`src/rtl/bbls_pkg.sv`:
```
// Shared types and constants for the burst-to-bank line splitter.
`timescale 1ns / 1ps

package bbls_pkg;

    // Result status codes
    localparam logic [1:0] STAT_ACCESS   = 2'd0;
    localparam logic [1:0] STAT_ACCEPTED = 2'd1;
    localparam logic [1:0] STAT_REJECTED = 2'd2;
    localparam logic [1:0] STAT_NO_BURST = 2'd3;

    // Input modes
    localparam logic MODE_ENQUEUE = 1'b0;
    localparam logic MODE_ISSUE   = 1'b1;

    // Configuration register indexes
    localparam logic [1:0] CFG_BANK_WIDTH_LOG2 = 2'd0;
    localparam logic [1:0] CFG_BANK_COUNT_LOG2 = 2'd1;
    localparam logic [1:0] CFG_LOCAL_BASE      = 2'd2;
    localparam logic [1:0] CFG_QUEUE_LIMIT     = 2'd3;

    // Largest bank width log2 the splitter honors
    localparam logic [2:0] WIDTH_LOG2_MAX = 3'd4;

    // Controller to datapath commands
    typedef struct packed {
        logic       capture;     // latch the input transaction
        logic       push;        // write the captured burst at the tail
        logic       cut;         // cut one line from the active burst
        logic       activate;    // load the head burst if none is active
        logic       emit_flag;   // send a non-access result
        logic [1:0] flag_status;
        logic       emit_access; // send the next bank access of the line
    } t_dp_cmd;

    // Datapath to controller status
    typedef struct packed {
        logic mode;          // captured mode
        logic enq_ok;        // burst may be queued
        logic active;        // an active burst exists
        logic limit_zero;    // captured line limit is zero
        logic cut_finishes;  // the line about to be cut ends the burst
        logic last_access;   // current access closes the line
    } t_dp_stat;

endpackage

```
`src/rtl/bbls_ctrl.sv`:
```
// Sequencing state machine of the burst-to-bank line splitter.
`timescale 1ns / 1ps

module bbls_ctrl
    import bbls_pkg::*;
(
    input  logic     i_clk,
    input  logic     i_rst_n,
    input  logic     start,
    output logic     busy,
    input  t_dp_stat i_stat,
    output t_dp_cmd  o_cmd
);

    localparam logic [2:0] ST_IDLE     = 3'd0;
    localparam logic [2:0] ST_DECODE   = 3'd1;
    localparam logic [2:0] ST_LOAD_ENQ = 3'd2;
    localparam logic [2:0] ST_LOAD_ISS = 3'd3;
    localparam logic [2:0] ST_EMIT     = 3'd4;

    logic [2:0] r_state;
    logic [2:0] n_state;

    always_ff @(posedge i_clk) begin
        if (!i_rst_n) begin
            r_state <= ST_IDLE;
        end else begin
            r_state <= n_state;
        end
    end

    assign busy = (r_state != ST_IDLE);

    always_comb begin
        n_state = r_state;
        o_cmd   = '0;
        unique case (r_state)
            ST_IDLE: begin
                if (start) begin
                    o_cmd.capture = 1'b1;
                    n_state       = ST_DECODE;
                end
            end
            ST_DECODE: begin
                if (i_stat.mode == MODE_ENQUEUE) begin
                    if (i_stat.enq_ok) begin
                        o_cmd.push = 1'b1;
                        n_state    = ST_LOAD_ENQ;
                    end else begin
                        o_cmd.emit_flag   = 1'b1;
                        o_cmd.flag_status = STAT_REJECTED;
                        n_state           = ST_IDLE;
                    end
                end else if (!i_stat.active) begin
                    o_cmd.emit_flag   = 1'b1;
                    o_cmd.flag_status = STAT_NO_BURST;
                    n_state           = ST_IDLE;
                end else if (i_stat.limit_zero) begin
                    o_cmd.emit_flag   = 1'b1;
                    o_cmd.flag_status = STAT_REJECTED;
                    n_state           = ST_IDLE;
                end else begin
                    o_cmd.cut = 1'b1;
                    n_state   = i_stat.cut_finishes ? ST_LOAD_ISS : ST_EMIT;
                end
            end
            ST_LOAD_ENQ: begin
                o_cmd.activate    = 1'b1;
                o_cmd.emit_flag   = 1'b1;
                o_cmd.flag_status = STAT_ACCEPTED;
                n_state           = ST_IDLE;
            end
            ST_LOAD_ISS: begin
                o_cmd.activate = 1'b1;
                n_state        = ST_EMIT;
            end
            ST_EMIT: begin
                o_cmd.emit_access = 1'b1;
                if (i_stat.last_access) begin
                    n_state = ST_IDLE;
                end
            end
            default: begin
                n_state = ST_IDLE;
            end
        endcase
    end

endmodule

```
`src/rtl/bbls_dpath.sv`:
```
// Datapath of the burst-to-bank line splitter: queue, active burst, line cutter, result register.
`timescale 1ns / 1ps

module bbls_dpath
    import bbls_pkg::*;
#(
    parameter int NUM_BANKS   = 16,
    parameter int QUEUE_DEPTH = 4
) (
    input  logic        i_clk,
    input  logic        i_rst_n,
    input  logic        i_cfg_we,
    input  logic [1:0]  i_cfg_index,
    input  logic [31:0] i_cfg_data,
    input  logic        i_mode,
    input  logic [31:0] i_burst_base,
    input  logic [23:0] i_burst_bytes,
    input  logic        i_write_flag,
    input  logic [23:0] i_line_limit,
    input  t_dp_cmd     i_cmd,
    output t_dp_stat    o_stat,
    output logic        o_strobe,
    output logic [1:0]  o_status,
    output logic [4:0]  o_bank_index,
    output logic [31:0] o_bank_addr,
    output logic [4:0]  o_access_bytes,
    output logic        o_access_write,
    output logic        o_line_end,
    output logic        o_burst_done,
    output logic [4:0]  o_queue_used
);

    localparam int CL_MAX = $clog2(NUM_BANKS + 1) - 1;        // floor(log2(NUM_BANKS))
    localparam int SZ_W   = 32'(WIDTH_LOG2_MAX) + CL_MAX + 1; // holds one full line
    localparam int PTR_W  = (QUEUE_DEPTH > 1) ? $clog2(QUEUE_DEPTH) : 1;
    localparam int SUM_W  = PTR_W + 1;
    localparam int CNT_W  = $clog2(QUEUE_DEPTH + 1);

    // Configuration
    logic [2:0]  r_cfg_bw;
    logic [2:0]  r_cfg_bc;
    logic [31:0] r_cfg_base;
    logic [4:0]  r_cfg_qlim;

    // Captured transaction
    logic        r_mode;
    logic [31:0] r_base;
    logic [23:0] r_bytes;
    logic        r_wr_in;
    logic [23:0] r_llimit;

    // Burst queue
    logic [31:0] r_q_base  [QUEUE_DEPTH];
    logic [23:0] r_q_len   [QUEUE_DEPTH];
    logic        r_q_write [QUEUE_DEPTH];
    logic [PTR_W-1:0] r_head;
    logic [CNT_W-1:0] r_count;

    // Active burst and current line
    logic [31:0]     r_act_addr;
    logic [23:0]     r_act_rem;
    logic [31:0]     r_cur_addr;
    logic [SZ_W-1:0] r_line_left;
    logic            r_line_wr;
    logic            r_line_done;

    // Result register
    logic        r_strobe;
    logic [1:0]  r_status;
    logic [4:0]  r_bank;
    logic [31:0] r_baddr;
    logic [4:0]  r_abytes;
    logic        r_awrite;
    logic        r_lend;
    logic        r_bdone;
    logic [4:0]  r_qused;

    logic [2:0]       wl;
    logic [2:0]       cl;
    logic [SZ_W-1:0]  lw;
    logic [SZ_W-1:0]  to_bound;
    logic [23:0]      m1, m2, m3;
    logic [SZ_W-1:0]  line_size;
    logic [4:0]       width5;
    logic [4:0]       chunk_raw;
    logic [4:0]       chunk;
    logic             last_access;
    logic [4:0]       bank_mask;
    logic [31:0]      addr_shift;
    logic [4:0]       bank;
    logic [4:0]       qlim;
    logic [SUM_W-1:0] tail_sum;
    logic [PTR_W-1:0] tail;
    logic [PTR_W-1:0] head_next;

    // Geometry: bank width saturates at 16 bytes, bank count at the bank instance count
    assign wl = (r_cfg_bw > WIDTH_LOG2_MAX) ? WIDTH_LOG2_MAX : r_cfg_bw;
    assign cl = (r_cfg_bc > 3'(CL_MAX)) ? 3'(CL_MAX) : r_cfg_bc;
    assign lw = SZ_W'(1) << ({1'b0, wl} + {1'b0, cl});
    assign to_bound = lw - (r_act_addr[SZ_W-1:0] & (lw - SZ_W'(1)));

    // Line length: least of remaining, limit, line width, distance to boundary
    assign m1 = (r_act_rem < r_llimit) ? r_act_rem : r_llimit;
    assign m2 = (m1 < 24'(lw)) ? m1 : 24'(lw);
    assign m3 = (m2 < 24'(to_bound)) ? m2 : 24'(to_bound);
    assign line_size = m3[SZ_W-1:0];

    // One access per bank word
    assign width5      = 5'(1) << wl;
    assign chunk_raw   = width5 - (r_cur_addr[4:0] & (width5 - 5'd1));
    assign last_access = (SZ_W'(chunk_raw) >= r_line_left);
    assign chunk       = last_access ? r_line_left[4:0] : chunk_raw;
    assign bank_mask   = 5'((6'd1 << cl) - 6'd1);
    assign addr_shift  = r_cur_addr >> wl;
    assign bank        = addr_shift[4:0] & bank_mask;

    // Queue pointers
    assign qlim      = (r_cfg_qlim < 5'(QUEUE_DEPTH)) ? r_cfg_qlim : 5'(QUEUE_DEPTH);
    assign tail_sum  = SUM_W'(r_head) + SUM_W'(r_count);
    assign tail      = (tail_sum >= SUM_W'(QUEUE_DEPTH)) ?
                       PTR_W'(tail_sum - SUM_W'(QUEUE_DEPTH)) : PTR_W'(tail_sum);
    assign head_next = (r_head == PTR_W'(QUEUE_DEPTH - 1)) ? '0 : r_head + PTR_W'(1);

    assign o_stat.mode         = r_mode;
    assign o_stat.enq_ok       = (r_bytes != 24'd0) && (5'(r_count) < qlim);
    assign o_stat.active       = (r_act_rem != 24'd0) && (r_count != '0);
    assign o_stat.limit_zero   = (r_llimit == 24'd0);
    assign o_stat.cut_finishes = (r_act_rem == 24'(line_size));
    assign o_stat.last_access  = last_access;

    always_ff @(posedge i_clk) begin
        if (!i_rst_n) begin
            r_cfg_bw   <= 3'd2;
            r_cfg_bc   <= 3'd4;
            r_cfg_base <= 32'd0;
            r_cfg_qlim <= 5'd4;
        end else if (i_cfg_we) begin
            unique case (i_cfg_index)
                CFG_BANK_WIDTH_LOG2: r_cfg_bw   <= i_cfg_data[2:0];
                CFG_BANK_COUNT_LOG2: r_cfg_bc   <= i_cfg_data[2:0];
                CFG_LOCAL_BASE:      r_cfg_base <= i_cfg_data;
                CFG_QUEUE_LIMIT:     r_cfg_qlim <= i_cfg_data[4:0];
            endcase
        end
    end

    // Payload registers, no reset
    always_ff @(posedge i_clk) begin
        if (i_cmd.capture) begin
            r_mode   <= i_mode;
            r_base   <= i_burst_base;
            r_bytes  <= i_burst_bytes;
            r_wr_in  <= i_write_flag;
            r_llimit <= i_line_limit;
        end
        if (i_cmd.push) begin
            r_q_base[tail]  <= r_base;
            r_q_len[tail]   <= r_bytes;
            r_q_write[tail] <= r_wr_in;
        end
        if (i_cmd.cut) begin
            r_cur_addr  <= r_act_addr;
            r_line_left <= line_size;
            r_line_wr   <= r_q_write[r_head];
            r_line_done <= o_stat.cut_finishes;
        end else if (i_cmd.emit_access) begin
            r_cur_addr  <= r_cur_addr + 32'(chunk);
            r_line_left <= r_line_left - SZ_W'(chunk);
        end
        if (i_cmd.emit_flag) begin
            r_status <= i_cmd.flag_status;
            r_bank   <= 5'd0;
            r_baddr  <= 32'd0;
            r_abytes <= 5'd0;
            r_awrite <= 1'b0;
            r_lend   <= 1'b1;
            r_bdone  <= 1'b0;
            r_qused  <= 5'(r_count);
        end else if (i_cmd.emit_access) begin
            r_status <= STAT_ACCESS;
            r_bank   <= bank;
            r_baddr  <= r_cur_addr - r_cfg_base;
            r_abytes <= chunk;
            r_awrite <= r_line_wr;
            r_lend   <= last_access;
            r_bdone  <= r_line_done;
            r_qused  <= 5'(r_count);
        end
    end

    // Control state: queue occupancy and active burst
    always_ff @(posedge i_clk) begin
        if (!i_rst_n) begin
            r_head     <= '0;
            r_count    <= '0;
            r_act_addr <= 32'd0;
            r_act_rem  <= 24'd0;
            r_strobe   <= 1'b0;
        end else begin
            r_strobe <= i_cmd.emit_flag | i_cmd.emit_access;
            if (i_cmd.push) begin
                r_count <= r_count + CNT_W'(1);
            end else if (i_cmd.cut) begin
                r_act_addr <= r_act_addr + 32'(line_size);
                r_act_rem  <= r_act_rem - 24'(line_size);
                if (o_stat.cut_finishes) begin
                    r_head  <= head_next;
                    r_count <= r_count - CNT_W'(1);
                end
            end else if (i_cmd.activate) begin
                if (r_act_rem == 24'd0 && r_count != '0) begin
                    r_act_addr <= r_q_base[r_head];
                    r_act_rem  <= r_q_len[r_head];
                end
            end
        end
    end

    assign o_strobe       = r_strobe;
    assign o_status       = r_status;
    assign o_bank_index   = r_bank;
    assign o_bank_addr    = r_baddr;
    assign o_access_bytes = r_abytes;
    assign o_access_write = r_awrite;
    assign o_line_end     = r_lend;
    assign o_burst_done   = r_bdone;
    assign o_queue_used   = r_qused;

endmodule

```
`src/rtl/burst_to_bank_line_splitter_core.sv`:
```
// Top level of the burst-to-bank line splitter: controller plus datapath.
`timescale 1ns / 1ps

// A transaction is taken when start is high and busy is low. Mode 0 queues a
// burst (base, byte count, read/write) and yields one result: a rejection is
// registered from the decode state, an accepted burst from the head-load
// state that follows the queue write in decode. Mode 1 cuts one line from
// the active burst and yields one bank access per bank word touched, one per
// cycle, the last marked with o_line_end; the first access is registered from
// the emit state, which follows decode directly, or follows a head-load state
// when the line finishes its burst and the next queued burst is loaded first.
// An issue with no active burst or a zero line limit yields a single
// non-access result, registered from the decode state. A transaction runs
// from capture through decode, the head-load state where needed and the emit
// state for a line's accesses. The sequencing state machine handles one
// transaction at a time, so the issue rate is set by the access loop: up to
// one line of bank-count accesses (16 at defaults) per transaction. Each
// result is shown for exactly one cycle with o_strobe high; the receiver
// cannot stall it and must take it on that cycle. busy drops as the last
// result is registered, so the next transaction may start while that result
// is on the ports.
// Configuration writes (i_cfg_we) take effect at once and are to be made only
// while busy is low.

module burst_to_bank_line_splitter_core
    import bbls_pkg::*;
#(
    parameter int NUM_BANKS   = 16,
    parameter int QUEUE_DEPTH = 4
) (
    input  logic        i_clk,
    input  logic        i_rst_n,
    // configuration write port
    input  logic        i_cfg_we,
    input  logic [1:0]  i_cfg_index,
    input  logic [31:0] i_cfg_data,
    // command side
    input  logic        start,
    output logic        busy,
    input  logic        i_mode,
    input  logic [31:0] i_burst_base,
    input  logic [23:0] i_burst_bytes,
    input  logic        i_write_flag,
    input  logic [23:0] i_line_limit,
    // result side
    output logic        o_strobe,
    output logic [1:0]  o_status,
    output logic [4:0]  o_bank_index,
    output logic [31:0] o_bank_addr,
    output logic [4:0]  o_access_bytes,
    output logic        o_access_write,
    output logic        o_line_end,
    output logic        o_burst_done,
    output logic [4:0]  o_queue_used
);

    t_dp_cmd  cmd;
    t_dp_stat stat;

    // Controller: decides per transaction which datapath steps run
    bbls_ctrl u_ctrl (
        .i_clk   (i_clk),
        .i_rst_n (i_rst_n),
        .start   (start),
        .busy    (busy),
        .i_stat  (stat),
        .o_cmd   (cmd)
    );

    // Datapath: queue, active burst, line cutting and the result register
    bbls_dpath #(
        .NUM_BANKS   (NUM_BANKS),
        .QUEUE_DEPTH (QUEUE_DEPTH)
    ) u_dpath (
        .i_clk          (i_clk),
        .i_rst_n        (i_rst_n),
        .i_cfg_we       (i_cfg_we),
        .i_cfg_index    (i_cfg_index),
        .i_cfg_data     (i_cfg_data),
        .i_mode         (i_mode),
        .i_burst_base   (i_burst_base),
        .i_burst_bytes  (i_burst_bytes),
        .i_write_flag   (i_write_flag),
        .i_line_limit   (i_line_limit),
        .i_cmd          (cmd),
        .o_stat         (stat),
        .o_strobe       (o_strobe),
        .o_status       (o_status),
        .o_bank_index   (o_bank_index),
        .o_bank_addr    (o_bank_addr),
        .o_access_bytes (o_access_bytes),
        .o_access_write (o_access_write),
        .o_line_end     (o_line_end),
        .o_burst_done   (o_burst_done),
        .o_queue_used   (o_queue_used)
    );

endmodule

```
`config.mk`:
```
export PLATFORM = sky130hd
export DESIGN_NAME = burst_to_bank_line_splitter_core
export DESIGN_NICKNAME = d
export VERILOG_FILES = /design/src/rtl/bbls_pkg.sv /design/src/rtl/bbls_ctrl.sv /design/src/rtl/bbls_dpath.sv /design/src/rtl/burst_to_bank_line_splitter_core.sv
export SDC_FILE = /design/constraint.sdc
export NUM_CORES = 1
export LEC_CHECK = 0
export BUFFER_PORTS_ARGS = -buffer_cell sky130_fd_sc_hd__buf_2
export CORE_ASPECT_RATIO = 0.75
export CORE_MARGIN = 5
export CORE_UTILIZATION = 45
export DETAILED_ROUTE_END_ITERATION = 10
export GPL_ROUTABILITY_DRIVEN = 0
export HOLD_SLACK_MARGIN = 0.1
export PLACE_DENSITY_LB_ADDON = 0.2
export SYNTH_ARGS = -nofsm -noshare
export SYNTH_HDL_FRONTEND = slang
export SYNTH_SLANG_ARGS = --single-unit
```
`constraint.sdc`:
```
create_clock -name i_clk -period 8.25 [get_ports i_clk]
set_input_delay 1.2375 -clock i_clk [delete_from_list [all_inputs] [get_ports i_clk]]
set_output_delay 1.2375 -clock i_clk [all_outputs]
set_load 0.005 [all_outputs]
```
==> summary.md, run 1 <==
| Metric | Value |
|---|---|
| CTS Hold Bufs | 0 |
| Fraction of synthesized area in multiplexers | 0.0676 |
| Synthesis-stage register bit count | around 500 |
| Hold depth | 2 |
| RSZ-0062 raised after global routing | true |
| H-tree depth | 2 |
| Final Max Slew Viols | 0 |
| Slowest-stage cell, CP | or4_1 |
| Final setup fails | 0 |
| R2R Setup Slk | ~0.26 ns |
| Async SR Flop Fraction | 0 |
| Antenna violations before repair | 2 |
| Root Driver | clkbuf_16 |
| Crit-path max FO | 6 |
| Clock power frac | 0.382 |
| Fillers | between 4k and 5k |
| YS warnings | 0 |
| Core region area | around 55000 um^2 |
| Avg Cell Area, Syn | 11.4 um^2 |
| CTS tree | built |
| Diode count | 0 |
| CP Capture Type | flop |
| Arr. time, crit path | 8.51 ns |
| Critical Path Most Common Cell | a21oi_2 |
| Worst VDD drop | between 150 and 200 uV |
| Post-DR vias/cell | between 5 and 6 |
| Post-synthesis sequential area ratio | 0.553 |
| Overflow after GRT | 0 |
| Gate power share | 0.146 |
| Hold EP | u_dpath.o_bank_addr[30] |
| Share of cells above drive strength 1 | 0.247 |
| Die Y | ~210 um |
| Worst R2R Path Depth | between 40 and 50 |
| Hold_ws | roughly 0.45 ns |
| Setup crit start | u_dpath.r_llimit[15] |
| Die area | 60600 um^2 |
| Vias in the first global route | 18.0k |
| Synth area leader | edfxtp_1 |
| # clock sinks | 513 |
| Placed cell count | around 3.1k |
| Die X | 283 um |
| Num ports | between 150 and 200 |
| Tmin final | 7.99 ns |
| Hpwl dp | ~46 mm |
| Final Hold Fails | 0 |
| Worst r2r src | u_dpath.r_llimit[15] |
| CP max stage delay | ~0.50 ns |
| Yosys cell types | about 100 |
| Final non-filler cell total | about 3.2k |
| PwrDens | 205 nW/um^2 |
| Ys flop type | edfxtp_1 |
| DR vias | about 18k |
| Startpoint Class | flop |
| Status | finished, final reports clean |
| HP Class | reg2reg |
| Row cnt | 74 |
| GRT Util Overall | 0.211 |
| DRC Markers | 0 |
| Wire per inst | just over 20 um |
| Post-synthesis compound-gate area fraction | 0.128 |
| # nets final | roughly 2.7k |
| Count leader, synth | edfxtp_1 |
| Syn-to-layout area delta | 19.2% |
| Crit path kind | reg2reg |
| Top area cells in the synthesized netlist | edfxtp_1, dfxtp_1, ha_1 |
| Area share of and/or/nand/nor cells after synthesis | 0.121 |
| Share of power burned in registers | 0.473 |
| Worst r2r dst | u_dpath.r_act_addr[30] |
| Largest net degree at the start of global routing | 83 |
| Share of the synthesized area in the top cell type | 0.429 |
| Final ANT Viol Nets | 0 |
| Psw | ~1.6 mW |
| Max cap viols | 0 |
| Cell count after synthesis | between 2k and 2.5k |
| Starting Density | 0.457 |
| Largest family of logic cells by synthesized area | compound AO/OA/AOI/OAI gates |
| First-pass GRT wire length | around 100 mm |
| Internal Power | ~4.6 mW |
| Rel. slew slack | 0.212 |
| Worst-Margin Slew | between 1 and 1.5 ns |
| Mapped Area | 25100 um^2 |
| First drt pass iteration count | 6 |
| Post-synthesis xor/xnor area fraction | 0.0332 |
| Total CTS buffers | 52 |
| Starting DRT DRC Count | about 1.4k |
| Clock latency on the worst-skew pair | 0.60 ns |
| Leakage | roughly 11 nW |
| FMAX | between 0.1 and 0.15 GHz |
| Clk_skew | between 0.02 and 0.03 ns |
| Port bufs | about 170 |
| DRT Wirelength | around 66 mm |
| Hold path start | u_dpath.o_bank_addr[30] |
| Reg clk slew, reported paths | about 0.070 ns |
| Synth Area in Adders | 0.0614 |
| Sw frac | 0.255 |
| Fin crit share | 0.968 |
| Commonest cells post-synth | edfxtp_1, nand2_1, a21oi_1 |
| Worst Path Required | ~8.8 ns |
| CTS Buffer Depth | 3 |
| Number of synthesized flops with an enable pin | roughly 360 |
[per-layer routing]
layer / part of all wire / up-vias / track usage
met1: 0.45 / 8888 / 0.310
met5: 0.00020 / - / 0
li1: - / 8665 / -
met3: 0.065 / 96 / 0.0330
met2: 0.46 / 581 / 0.331
met4: 0.021 / 2 / 0.0519
[through the flow]
| step | setup slack [ns] | utilization | power, mW | cell area, um^2 | TNS, ns |
|---|---|---|---|---|---|
| floorplan | 0.0253 | - | 3.48 | 25100 | 0 |
| global placement | -0.0538 | 0.499 | 3.74 | 27300 | -0.198 |
| detailed placement | -0.390 | 0.499 | 3.76 | 27300 | -7.90 |
| CTS | 0.0179 | 0.532 | 6.11 | 29100 | 0 |
| global route | -0.110 | 0.545 | 6.38 | 29900 | -0.683 |
| finish | 0.262 | 0.545 | 6.13 | 29900 | 0 |
[repair_timing]
| item | 4_1_cts | 5_1_grt |
|---|---|---|
| cloned | 1 | 0 |
| setup endpoints to repair | 38 | 49 |
| resized for setup | 15 | 99 |
| buffers inserted | 2 | 35 |
| pin swaps | 4 | 67 |
| hold endpoints to repair | 0 | 0 |
[power groups by stage]
stage / Combinational (mW) / Clock (mW) / Sequential, mW
2_1_floorplan: 0.535 / 0 / 2.94
3_3_place_gp: 0.794 / 0 / 2.95
3_5_place_dp: 0.807 / 0 / 2.95
4_1_cts: 0.817 / 2.39 / 2.90
5_1_grt: 0.966 / 2.50 / 2.91
6_report: 0.892 / 2.34 / 2.90
[worst max-delay path by stage]
| stage | to | slack [ns] |
|---|---|---|
| floorplan | u_dpath.r_act_addr[30] | 0.03 |
| global placement | u_dpath.r_act_addr[27] | -0.05 |
| detailed placement | u_dpath.r_act_addr[23] | -0.39 |
| CTS | u_dpath.r_act_addr[30] | 0.02 |
| global route | u_dpath.r_act_addr[28] | -0.11 |
| finish | u_dpath.r_act_addr[30] | 0.26 |
[layout by cell type, fill, tap and decap left out, types with 9 or more instances in the layout]
master | netlist | final
edfxtp_1 | 358 | 358
nand2_1 | 276 | 271
buf_2 | 3 | 171
a21oi_1 | 167 | 151
dfxtp_1 | 155 | 149
buf_4 | 3 | 135
inv_1 | 147 | 134
nor2_1 | 125 | 113
o21ai_0 | 100 | 92
ha_1 | 106 | 84
mux4_2 | 58 | 58
clkbuf_16 | 0 | 54
xnor2_1 | 51 | 51
xor2_1 | 44 | 44
nand3_1 | 38 | 34
nor3_1 | 36 | 32
a21o_1 | 30 | 30
o22ai_1 | 28 | 28
mux2i_1 | 29 | 27
ha_4 | 0 | 19
nand4_1 | 18 | 18
o211ai_1 | 18 | 18
inv_2 | 4 | 18
a31oi_1 | 18 | 18
a21oi_2 | 6 | 17
and3_1 | 17 | 17
nor4_1 | 17 | 16
nand2b_1 | 16 | 15
a211oi_1 | 18 | 15
or3_1 | 12 | 12
clkinv_2 | 0 | 11
a311oi_1 | 10 | 10
o21ai_1 | 6 | 9
nor2_2 | 3 | 9
or2_2 | 10 | 9
and2_1 | 11 | 9
o21bai_1 | 9 | 9
clkinv_1 | 1 | 9
clkbuf_1 | 70 | 9
[cell families after synthesis]
logic type | after synthesis
and+or+nand+nor | 632
DFF | 513
AOI/OAI and AO/OA | 501
buffers and inverters | 240
adders and majority gates | 120
xor gates and xnor gates | 95
muxes | 95
other | 1
[worst max-delay path, delay by kind of cell (launching register included)]
kind,cells,cell delay [ns]
and+or+nand+nor,12,2.41
AOI/OAI and AO/OA,20,2.86
buffers and inverters,5,0.43
muxes,1,0.23
adders and majority gates,6,1.55
DFF,1,0.39
[final cells by class]
cell class                      instances  area, um^2  area share
Inverter                              152         571      0.0191
Clock inverter                         31         290     0.00971
Timing Repair Buffer                  308        1890      0.0633
Clock buffer                           64        1400      0.0468
Tap cell                              722         903      0.0302
Sequential cell                       513       13900       0.464
Multi-Input combinational cell       1446       11000       0.367
[flip-flops by register name (all words and copies together) (netlist names), 2 cells and up, named ones only]
name and flops:
u_dpath.r_cur_addr 32, u_dpath.r_cfg_qlim 5, u_dpath.r_count 3, u_dpath.r_llimit 24
u_dpath.r_q_base 128, u_ctrl.r_state 3, u_dpath.o_access_bytes 5, u_dpath.r_cfg_base 32
u_dpath.r_head 2, u_dpath.r_act_rem 24, u_dpath.r_bytes 24, u_dpath.r_cfg_bw 3
u_dpath.r_q_len 96, u_dpath.r_base 32, u_dpath.r_cfg_bc 3, u_dpath.o_bank_addr 32
u_dpath.r_act_addr 32, u_dpath.r_line_left 9, u_dpath.o_status 2, u_dpath.o_queue_used 3
u_dpath.o_bank_index 5, u_dpath.r_q_write 4
Power figures use the tool's default switching activity.
==> run 2: changes to the inputs <==
Settings changed: CORE_UTILIZATION 45 to 55.
==> run 2 against run 1 <==
Global-route usage increased by 3.4 points; die area fell by 17%; via count up 1.9%; register-to-register slack got worse by 0.09 ns; first-iteration DRC count rose by 24%; critical path depth unchanged; wire length down 2.3%; utilization increased by 11 points; worst hold slack better by 0.0051 ns; sequential power about the same; total power rose by 1.9%; fmax shrank 1.1%; largest cell class unchanged; highest routed layer is now met4.
==> summary.md, run 2 (synthesis results as in run 1) <==
| Metric | Value |
|---|---|
| Status | finished, final reports clean (unchanged) |
| Clock latency on the worst-skew pair | 0.61 ns (was 0.60 ns) |
| Port bufs | 171 (unchanged) |
| DRC Markers | 0 (unchanged) |
| Highest-count cells in the layout ignoring fill and taps | edfxtp_1, nand2_1, buf_2 (unchanged) |
| FMAX | 0.124 GHz (was 0.125 GHz) |
| Fin util | 0.660 (was 0.545) |
| Worst-Margin Slew | 1.09 ns (was 1.18 ns) |
| Hpwl dp | 44.1 mm (was 46.0 mm) |
| Antenna violations before repair | 0 (was 2) |
| CP Capture Type | flop (unchanged) |
| Most common cell after layout, fill and taps aside | edfxtp_1 (unchanged) |
| RSZ-0062 raised after global routing | true (unchanged) |
| CTS Buffer Depth | 3 (unchanged) |
| Startpoint Class | flop (unchanged) |
| Final non-filler cell total | 3087 (was 3236) |
| Max cap viols | 0 (unchanged) |
| DP Worst Slack | -0.443 ns (was -0.390 ns) |
| Arr. time, crit path | 8.55 ns (was 8.51 ns) |
| # nets final | 2694 (was 2706) |
| Rel. slew slack | 0.273 (was 0.212) |
| Die X | 257 um (was 283 um) |
| Final ANT Viol Nets | 0 (unchanged) |
| Final Max Slew Viols | 0 (unchanged) |
| CTS Hold Bufs | 0 (unchanged) |
| Setup crit start | u_dpath.r_llimit[6] (was u_dpath.r_llimit[15]) |
| Row cnt | 67 (was 74) |
| Reg clk slew, reported paths | 0.07 ns (about the same) |
| Die Y | 195 um (was 214 um) |
| Root Driver | clkbuf_16 (unchanged) |
| Final worst slack | 0.170 ns (was 0.262 ns) |
| Tmin final | 8.08 ns (was 7.99 ns) |
| Slowest-stage cell, CP | a221oi_4 (was or4_1) |
| # clock sinks | 513 (unchanged) |
| Placed cell count | 2965 (was 3104) |
| H-tree depth | 2 (unchanged) |
| Hold path start | u_dpath.r_cfg_base[3] (was u_dpath.o_bank_addr[30]) |
| Overflow after GRT | 0 (unchanged) |
| Worst VDD drop | 192 uV (was 167 uV) |
| Setup TNS | 0 ns (unchanged) |
| GRT Util Overall | 0.245 (was 0.211) |
| Post-DR vias/cell | 6.02 (was 5.63) |
| Vias in the first global route | 17.9k (was 18.0k) |
| Total CTS buffers | 49 (was 52) |
| Leakage | 11.2 nW (about the same) |
| First drt pass iteration count | 6 (unchanged) |
| Critical Path Most Common Cell | a21oi_2 (unchanged) |
| Syn-to-layout area delta | 18.0% (was 19.2%) |
| Top Registers | u_dpath.r_q_base x128, u_dpath.r_q_len x96 (unchanged) |
| Num ports | 174 (unchanged) |
| Share of cells above drive strength 1 | 0.240 (was 0.247) |
| Starting DRT DRC Count | 1777 (was 1435) |
| HP Class | reg2reg (unchanged) |
| First-pass GRT wire length | 97.9 mm (was 101 mm) |
| DRT Wirelength | 64.6 mm (was 66.1 mm) |
| Crit path kind | reg2reg (unchanged) |
| Fin crit share | 0.979 (was 0.968) |
| DR vias | 18.6k (was 18.2k) |
| CP max stage delay | 0.45 ns (was 0.50 ns) |
| Die area | 50000 um^2 (was 60600 um^2) |
| Max reg flops | 128 (unchanged) |
| Wire per inst | 20.9 um (was 20.4 um) |
| Clk_skew | 0.0280 ns (was 0.0272 ns) |
| CTS tree | built (unchanged) |
| Starting Density | 0.559 (was 0.457) |
| Core region area | 44800 um^2 (was 54800 um^2) |
| Final Hold Fails | 0 (unchanged) |
| PwrDens | 211 nW/um^2 (was 205 nW/um^2) |
| Diode count | 0 (unchanged) |
| Final setup fails | 0 (unchanged) |
| Crit-path max FO | 6 (unchanged) |
| Reg with most FFs | u_dpath.r_q_base (unchanged) |
| Worst Path Required | 8.72 ns (was 8.77 ns) |
| Worst r2r src | u_dpath.r_llimit[6] (was u_dpath.r_llimit[15]) |
| Largest net degree at the start of global routing | 80 (was 83) |
-- run 2: metrics by stage --
step / hold slack (ns) / area, um^2 / power (mW)
6_report: 0.453 / 29600 / 6.24
5_1_grt: 0.474 / 29600 / 6.46
4_1_cts: 0.455 / 29000 / 6.22
3_5_place_dp: 0.440 / 27100 / 3.77
3_3_place_gp: 0.434 / 27100 / 3.74
2_1_floorplan: 0.418 / 25100 / 3.48
-- run 2: layout make-up --
cell class | count | area (um^2)
clock buffers | 61 | 1300
clock inverters | 30 | 450
fillers | 3323 | 15300
inverters | 152 | 571
multi-input cells | 1446 | 10800
flip-flops and latches | 513 | 13900
well taps | 586 | 733
repair buffers | 299 | 1820
-- run 2: critical path: cells and delay by family (launching register included) --
kind                       cells  cell delay (ns)
buffers and inverters          6             0.55
and+or+nand+nor               11             1.75
adders and majority gates      6             1.71
AOI/OAI and AO/OA             20             3.33
DFF                            1             0.40
muxes                          1             0.21
-- run 2: layer usage --
layer | track usage | routed length (um)
met5 | 0 | 0
met2 | 0.385 | 30000
met4 | 0.0825 | 2080
met1 | 0.346 | 27300
met3 | 0.0466 | 5230
-- run 2: power by group --
part	switching [mW]	leakage, nW	internal (mW)
Combinational	0.513	5.77	0.382
Sequential	0.0537	4.53	2.85
Clock	1.01	0.851	1.45
Total	1.57	11.2	4.67
-- run 2: path summary, 6_finish.rpt --
path | slack [ns] | cells after the start | to
worst min-delay path | 0.45 | 2 | u_dpath.r_cfg_base[3]
worst max register to register | 0.17 | 44 | u_dpath.r_act_addr[18]
worst min register to register | 0.45 | 2 | u_dpath.r_cfg_base[3]
worst max-delay path | 0.17 | 44 | u_dpath.r_act_addr[18]
-- run 2: repair_timing --
item	4_1_cts	5_1_grt
pin swaps	9	57
buffers inserted	8	22
gates cloned	1	0
gates resized for setup	13	83
endpoints found under the setup margin	40	48
==> run 3: changes to the inputs <==
Settings changed: CTS_BUF_LIST set to sky130_fd_sc_hd__clkbuf_16.
==> run 3 against run 2 <==
Non-clock buffer count unchanged; combinational power about the same; count of clock-buffer cells in the layout down 12; sequential power about the same; cell count unchanged; largest power group unchanged; via count about the same; largest cell class unchanged; global-route usage about the same; utilization down 0.067 points; total power down 0.63%; critical path depth down 1; fmax down 0.31%.
==> summary.md, run 3 (synthesis results as in run 1) <==
| Metric | Value |
|---|---|
| CTS tree | built (unchanged) |
| CTS Hold Bufs | 0 (unchanged) |
| Total CTS buffers | 49 (unchanged) |
| Core region area | 44800 um^2 (unchanged) |
| Diode count | 0 (unchanged) |
| Clock latency on the worst-skew pair | 0.61 ns (about the same) |
| PwrDens | 210 nW/um^2 (was 211 nW/um^2) |
| Num ports | 174 (unchanged) |
| Hold_ws | 0.455 ns (was 0.453 ns) |
| DR vias | 18.6k (about the same) |
| Vias in the first global route | 17.9k (about the same) |
| First-pass GRT wire length | 97.8 mm (was 97.9 mm) |
| Fillers | 3329 (was 3323) |
| Crit-path max FO | 6 (unchanged) |
| Starting DRT DRC Count | 1847 (was 1777) |
| Largest net degree at the start of global routing | 80 (unchanged) |
| Final setup fails | 0 (unchanged) |
| Highest-count cells in the layout ignoring fill and taps | edfxtp_1, nand2_1, buf_2 (unchanged) |
| Final Hold Fails | 0 (unchanged) |
| Root Driver | clkbuf_16 (unchanged) |
| Leakage | 11.2 nW (about the same) |
| Fin area | 29600 um^2 (about the same) |
| Final worst slack | 0.145 ns (was 0.170 ns) |
| Antenna violations before repair | 0 (unchanged) |
| Row cnt | 67 (unchanged) |
| Syn-to-layout area delta | 17.9% (was 18.0%) |
| Most common cell after layout, fill and taps aside | edfxtp_1 (unchanged) |
| H-tree depth | 2 (unchanged) |
| CP Capture Type | flop (unchanged) |
| Tmin final | 8.11 ns (was 8.08 ns) |
| Hpwl dp | 44.1 mm (unchanged) |
| Placed cell count | 2965 (unchanged) |
| Slowest-stage cell, CP | a221oi_4 (unchanged) |
| Critical Path Most Common Cell | a21oi_2 (unchanged) |
| Worst Path Required | 8.71 ns (was 8.72 ns) |
| Fin crit share | 0.982 (was 0.979) |
| GRT Util Overall | 0.244 (was 0.245) |
| Top Registers | u_dpath.r_q_base x128, u_dpath.r_q_len x96 (unchanged) |
| Crit path kind | reg2reg (unchanged) |
| Final ANT Viol Nets | 0 (unchanged) |
| Hold path start | u_dpath.r_cfg_base[3] (unchanged) |
| Status | finished, final reports clean (unchanged) |
| Placed cell areas | 27100 um^2 (unchanged) |
| Setup crit start | u_dpath.r_llimit[17] (was u_dpath.r_llimit[6]) |
| FMAX | 0.123 GHz (was 0.124 GHz) |
| DP Worst Slack | -0.443 ns (unchanged) |
| Fin util | 0.659 (was 0.660) |
| Clk_skew | 0.0303 ns (was 0.0280 ns) |
| Startpoint Class | flop (unchanged) |
| Setup TNS | 0 ns (unchanged) |
| Final non-filler cell total | 3087 (unchanged) |
| CTS Buffer Depth | 3 (unchanged) |
| Post-DR vias/cell | 6.02 (about the same) |
| Worst VDD drop | 192 uV (about the same) |
| Reg with most FFs | u_dpath.r_q_base (unchanged) |
| Port bufs | 171 (unchanged) |
| # nets final | 2694 (unchanged) |
| Final Max Slew Viols | 0 (unchanged) |
| # clock sinks | 513 (unchanged) |
| Die X | 257 um (unchanged) |
| Worst-Margin Slew | 1.09 ns (about the same) |
| RSZ-0062 raised after global routing | true (unchanged) |
| HP Class | reg2reg (unchanged) |
| Worst r2r src | u_dpath.r_llimit[17] (was u_dpath.r_llimit[6]) |
| Reg clk slew, reported paths | 0.06 ns (was 0.07 ns) |
| Die Y | 195 um (unchanged) |
| CP max stage delay | 0.42 ns (was 0.45 ns) |
| Die area | 50000 um^2 (unchanged) |
| Max cap viols | 0 (unchanged) |
| Wire per inst | 20.9 um (about the same) |
| First drt pass iteration count | 7 (was 6) |
| Overflow after GRT | 0 (unchanged) |
| DRT Wirelength | 64.7 mm (was 64.6 mm) |
| Max reg flops | 128 (unchanged) |
| DRC Markers | 0 (unchanged) |
| Overall power | 6.21 mW (was 6.24 mW) |
| Starting Density | 0.559 (unchanged) |
| Arr. time, crit path | 8.57 ns (was 8.55 ns) |
| Rel. slew slack | 0.271 (was 0.273) |
| Share of cells above drive strength 1 | 0.239 (was 0.240) |
==> run 3: cell types whose count changed in the layout (fill, tap and decap cells not counted), sizes merged <==
| cell | previous run | this run |
|---|---|---|
| clkbuf | 61 | 49 |
| inv | 155 | 165 |
| clkinv | 15 | 17 |
==> run 3: repair_timing <==
action / CTS / global route
resized for setup: 13 / 83
endpoints found under the setup margin: 40 / 48
cloned: 1 / 0
pin swaps: 9 / 57
setup buffers: 8 / 22
==> run 3: final cells by class <==
| type | instances | area, um^2 | area share |
|---|---|---|---|
| multi-input combinational | 1446 | 10800 | 0.367 |
| clock inverter | 42 | 495 | 0.0168 |
| timing repair buffer | 299 | 1820 | 0.0616 |
| inverter | 152 | 571 | 0.0193 |
| clock buffer | 49 | 1230 | 0.0415 |
| sequential | 513 | 13900 | 0.469 |
| tap | 586 | 733 | 0.0248 |
==> run 3: critical path: cells and delay by family, from the launching register on <==
| family | cells | cell delay [ns] |
|---|---|---|
| buf+inv | 5 | 0.40 |
| compound gates | 18 | 3.07 |
| simple gates | 13 | 2.19 |
| mux | 1 | 0.21 |
| fa+ha+maj | 6 | 1.72 |
| flops | 1 | 0.36 |
==> run 3: final timing paths <==
| kind | cells after the start | to | slack (ns) |
|---|---|---|---|
| worst min register to register | 2 | u_dpath.r_cfg_base[3] | 0.45 |
| worst min-delay path | 2 | u_dpath.r_cfg_base[3] | 0.45 |
| worst max register to register | 43 | u_dpath.r_act_addr[18] | 0.14 |
| worst max-delay path | 43 | u_dpath.r_act_addr[18] | 0.14 |
==> run 3: metal layers <==
metal | global-route usage | up-vias | routed length, um | share of wire
met4 | 0.0821 | 0 | 2040 | 0.032
li1 | - | 8632 | - | -
met2 | 0.385 | 797 | 30000 | 0.46
met3 | 0.0463 | 139 | 5410 | 0.084
met1 | 0.346 | 9006 | 27300 | 0.42
met5 | 0 | - | 0 | 0
==> run 3: power breakdown <==
group	leakage (nW)	total (mW)	internal, mW	switching (mW)
clock network	0.874	2.41	1.41	1.01
registers	4.53	2.90	2.85	0.0538
logic	5.77	0.894	0.382	0.512
total	11.2	6.21	4.63	1.57
